File: src/hdl/g2e_smul.sv
// two-stage signed multiply by a q30 factor, truncated toward zero
`default_nettype none
module g2e_smul #(
   parameter int A_W = 52
) (
   input  wire logic                clock,
   input  wire logic                en,
   input  wire logic signed [A_W-1:0] a,
   input  wire logic signed [31:0]  b,
   output logic signed [A_W+1:0]    prod
);
   localparam int LO_W = A_W / 2;
   localparam int HI_W = A_W - LO_W;

   logic [A_W-1:0]        mag_a;
   logic [31:0]           mag_b;
   logic [LO_W+31:0]      lo_ff;
   logic [HI_W+31:0]      hi_ff;
   logic                  neg_ff;
   logic [A_W+31:0]       sum;
   logic [A_W+1:0]        mag_p;
   logic signed [A_W+1:0] prod_ff;

   assign mag_a = a[A_W-1] ? unsigned'(-a) : unsigned'(a);
   assign mag_b = b[31] ? unsigned'(-b) : unsigned'(b);

   always_ff @(posedge clock) begin
      if (en) begin
         lo_ff  <= (LO_W+32)'(mag_a[LO_W-1:0]) * (LO_W+32)'(mag_b);
         hi_ff  <= (HI_W+32)'(mag_a[A_W-1:LO_W]) * (HI_W+32)'(mag_b);
         neg_ff <= a[A_W-1] ^ b[31];
      end
   end

   assign sum   = {hi_ff, LO_W'(0)} + (A_W+32)'(lo_ff);
   assign mag_p = sum[A_W+31:30];

   always_ff @(posedge clock) begin
      if (en) begin
         prod_ff <= neg_ff ? -signed'(mag_p) : signed'(mag_p);
      end
   end

   assign prod = prod_ff;

endmodule
`default_nettype wire

File: config.mk
export PLATFORM = sky130hd
export DESIGN_NAME = g2e_smul
export DESIGN_NICKNAME = d
export VERILOG_FILES = /design/src/hdl/g2e_smul.sv
export SDC_FILE = /design/constraint.sdc
export NUM_CORES = 2
export LEC_CHECK = 0
export BUFFER_PORTS_ARGS = -buffer_cell sky130_fd_sc_hd__buf_2
export CORE_ASPECT_RATIO = 1.2
export CORE_MARGIN = 1.5
export CORE_UTILIZATION = 33
export CTS_BUF_LIST = sky130_fd_sc_hd__clkbuf_16
export CTS_CLUSTER_SIZE = 24
export DETAILED_ROUTE_END_ITERATION = 12
export GPL_ROUTABILITY_DRIVEN = 0
export PLACE_DENSITY = 0.46
export SLEW_MARGIN = 10
export SYNTH_ARGS = -nofsm -noshare
export SYNTH_HDL_FRONTEND = slang
export SYNTH_SLANG_ARGS = --single-unit
export TNS_END_PERCENT = 1
File: constraint.sdc
create_clock -name clock -period 14.5 [get_ports clock]
set_input_delay 2.175 -clock clock [delete_from_list [all_inputs] [get_ports clock]]
set_output_delay 2.175 -clock clock [all_outputs]
set_load 0.01 [all_outputs]
==> impl_metrics.sql <==
INSERT INTO impl_metrics (metric_group, metric, value, unit) VALUES
('run_status', 'status', 'finished, final reports clean', ''),
('synthesis', 'synth-adder-area-share', '55.90', '%'),
('synthesis', 'synth-warning-count', '0', ''),
('synthesis', 'synth_xor_xnor_area_share', '4.324', '%'),
('final_layout', 'syn_to_final_growth', '9.207', '%'),
('synthesis', 'syn_inst', '6888', ''),
('grt', 'total_overflow_reported_by_the_global_router', '0', ''),
('critical_path', 'slowest_stage', 'or4_1', ''),
('critical_path', 'cp_data_arrival_time', '13250', 'ps'),
('grt', 'global_route_wire_length_before_repair', '328700', 'um'),
('placement', 'hpwlAfterDp', '177900', 'um'),
('synthesis', 'synth-simple-area-share', '15.14', '%'),
('cts', 'ctsResizeCount', '0', ''),
('cts', 'tritoncts', 'built', ''),
('grt', 'global_route.usage.total', '23.71', '%'),
('routing', 'vias_per_cell', '5.024', ''),
('timing', 'rsz_0062_raised_after_global_routing', 'false', ''),
('critical_path', 'critical-path-top-cell-by-count', 'fa_1', ''),
('timing', 'slew_viol_final', '0', ''),
('floorplan', 'io_pins', '140', ''),
('grt', 'pin_count_of_the_biggest_net_entering_global_routing', '84', ''),
('routing', 'met3_wirelength', '16150', 'um'),
('grt', 'grt_pass1_vias', '51020', ''),
('final_layout', 'design_area', '66490', 'sq um'),
('critical_path', 'setup.worst_path.class', 'primary input to flop', ''),
('run', 'drv_cap', '0', ''),
('floorplan', 'die-area', '187100', 'sq um'),
('routing', 'drc_errors', '0', ''),
('timing', 'tns', '0', 'ps'),
('synthesis', 'synth.lib_cells_used.distinct', '95', ''),
('critical_path', 'crit_path_end_kind', 'flop', ''),
('timing', 'min_period', '13040', 'ps'),
('hold_path', 'hp-class', 'flop to flop', ''),
('critical_path', 'path_max_fanout', '7', ''),
('synthesis', 'async_flop_share', '0', '%'),
('synthesis', 'mappedNetlistNets', '8833', ''),
('floorplan', 'initial_standard_cell_utilization_of_the_core', '33.24', '%'),
('timing', 'final_hold_violating_endpoints', '0', ''),
('cts', 'insertion_delay', '470', 'ps'),
('cts', 'htreeDepth', '4', ''),
('grt', 'number_of_antenna_violations_at_the_first_check_in_global_routing', '31', ''),
('cts', 'clkSinkCount', '145', ''),
('synthesis', 'ys_dominant_reg_cell', 'edfxtp_1', ''),
('timing', 'max-slew-margin-rel', '16.93', '%'),
('routing', 'detailedRoute.firstIterationViolations', '3335', ''),
('routing', 'met1_length', '94210', 'um'),
('final_layout', 'layout-drive-gt1-share', '7.819', '%'),
('floorplan', 'floorplan.rows', '172', ''),
('placement', 'port-buffer-count', '139', ''),
('timing', 'worst_tran_pin_value', '1246', 'ps'),
('critical_path', 'biggest_cell_delay_along_the_critical_path', '640', 'ps'),
('cts', 'clockRootBuffer', 'clkbuf_16', ''),
('cts', 'clk_path_buf_depth', '2', ''),
('timing', 'f_max', '76.69', 'MHz'),
('floorplan', 'core_area', '183100', 'sq um'),
('cts', 'number_of_buffers_created_by_cts', '17', ''),
('routing', 'route.met2.wl', '101200', 'um'),
('cts', 'cts.clk_slew.worst_paths', '70', 'ps'),
('final_layout', 'filler_cell_count', '18930', ''),
('synthesis', 'main_combinational_cell_family_by_area_after_synthesis', 'adder cells', ''),
('timing', 'setup_viol', '0', ''),
('timing', 'layout_worst_path_cycle_share', '89.93', '%'),
('critical_path', 'worstSetupStartpointType', 'primary input', ''),
('synthesis', 'syn_area_cell', '8.839', 'sq um'),
('routing', 'postRouteWirelength', '219000', 'um'),
('routing', 'final_antenna_net_count', '0', ''),
('synthesis', 'synth_sequential_area_ratio', '7.152', '%'),
('synthesis', 'yosys_register_bits', '145', ''),
('routing', 'vias', '46980', ''),
('routing', 'highest-signal-layer', 'met5', ''),
('timing', 'final_skew', '20.59', 'ps'),
('synthesis', 'mappedNetlistArea', '60880', 'sq um'),
('cts', 'cts_setup_buffers', '0', ''),
('synthesis', 'synth-compound-area-share', '5.832', '%'),
('floorplan', 'die-height', '473.5', 'um'),
('critical_path', 'worst-endpoint-required', '14710', 'ps'),
('floorplan', 'die_w', '395.1', 'um'),
('routing', 'detailedRoute.firstPassIterationCount', '6', ''),
('final_layout', 'nets', '8839', ''),
('cts', 'hold_bufs_at_cts', '0', ''),
('synthesis', 'number_of_enable_flip_flop_cells_after_synthesis', '145', ''),
('routing', 'routed_wire_length_per_instance', '23.42', 'um'),
('synthesis', 'synth.mux.area_fraction', '0.1500', '%'),
('placement', 'placed_area', '65840', 'sq um');
cells by family (layout without fill, tap and decap cells):
group	count (synthesis)	after routing
other	0	9
AO/OA/AOI/OAI	533	533
multiplexers	9	9
buffers and inverters	1853	1871
adder cells (fa/ha/maj)	1859	1859
AND/OR/NAND/NOR	2191	2191
XOR/XNOR	298	298
flip-flops	145	145
sequential cells by signal, summed over array words and instances (netlist names):
signal,flops
hi_ff,58
lo_ff,32
neg_ff,1
prod,54
worst paths after layout:
kind	from	endpoint	slack, ps	depth (start not counted)
max reg2reg	hi_ff[12]$_DFFE_PP_	prod[50]$_DFFE_PP_	9230	13
min	hi_ff[39]$_DFFE_PP_	prod[35]$_DFFE_PP_	670	1
min reg2reg	hi_ff[39]$_DFFE_PP_	prod[35]$_DFFE_PP_	670	1
max	b[7]	hi_ff[57]$_DFFE_PP_	1460	35
layout by cell type (no fill, tap or decap), types with 40 or more instances in the layout:
cell type / netlist / final
o21ai_0: 117 / 116
nand3_1: 47 / 47
nand2_1: 995 / 995
buf_2: 13 / 138
fa_1: 1435 / 1435
a21o_1: 65 / 65
xnor2_1: 193 / 132
inv_1: 1513 / 1513
nor2_1: 830 / 830
xor2_2: 3 / 40
xor2_1: 102 / 53
edfxtp_1: 145 / 145
and2_1: 41 / 41
ha_1: 424 / 424
a21oi_1: 128 / 128
xnor2_2: 0 / 51
buf_4: 2 / 183
layout make-up:
cell class                 instances  area [sq um]  area share [%]
timing repair buffer             325          2136           3.212
clock inverter                    14         202.7          0.3049
multi-input combinational       4890         50610           76.12
inverter                        1515          5687           8.553
antenna                            9         22.52         0.03387
clock buffer                      17         425.4          0.6398
sequential                       145          4354           6.549
tap                             2436          3048           4.584
metal layers:
metal  vias to the layer above  GRT usage (%)
met4                        26          7.078
met2                      1554          39.06
met3                       298          3.465
li1                      20520              -
met5                         -              0
met1                     24580          32.19
critical path, delay by kind of cell:
| kind | cells | cell delay [ps] |
|---|---|---|
| xor+xnor | 2 | 700 |
| compound gates | 9 | 2610 |
| simple gates | 10 | 3250 |
| buf+inv | 6 | 640 |
| fa+ha+maj | 8 | 3870 |
synthesized netlist by cell type, types with 13 or more instances:
master / instances / area share, %
o41ai_1: 18 / 0.26
o31ai_1: 34 / 0.42
nor2b_1: 25 / 0.26
ha_1: 424 / 8.7
clkbuf_1: 309 / 1.9
nand4_1: 28 / 0.29
buf_2: 13 / 0.11
nor3_1: 39 / 0.32
nand2_1: 995 / 6.1
or3_1: 17 / 0.17
and2_1: 41 / 0.42
o211ai_1: 18 / 0.22
a21o_1: 65 / 0.80
o21bai_1: 16 / 0.20
nor4_1: 14 / 0.14
xor2_1: 102 / 1.5
a21oi_1: 128 / 1.1
edfxtp_1: 145 / 7.2
inv_1: 1513 / 9.3
and3_1: 23 / 0.24
nor2_2: 20 / 0.21
fa_1: 1435 / 47
o21a_1: 25 / 0.31
a31oi_1: 18 / 0.18
o21ai_0: 117 / 0.96
nor2_1: 830 / 5.1
nand2b_1: 39 / 0.40
xnor2_1: 193 / 2.8
or2_2: 15 / 0.15
nand3_1: 47 / 0.39
per-stage QoR:
stage | worst slack (ps) | hold WS, ps | util [%] | instances
after floorplan | 2189 | 572.7 | - | 6888
after global placement | 1199 | 665.1 | 35.93 | 9310
after detailed placement | 1078 | 671.0 | 35.95 | 9311
after CTS | 1566 | 675.7 | 36.29 | 9342
after global routing | 1059 | 699.3 | 36.29 | 9343
final | 1460 | 667.0 | 36.30 | 9351
Power is left out: the tool's default activity adds up to more than one toggle a clock period on the data nets, which glitch-free logic cannot reach.
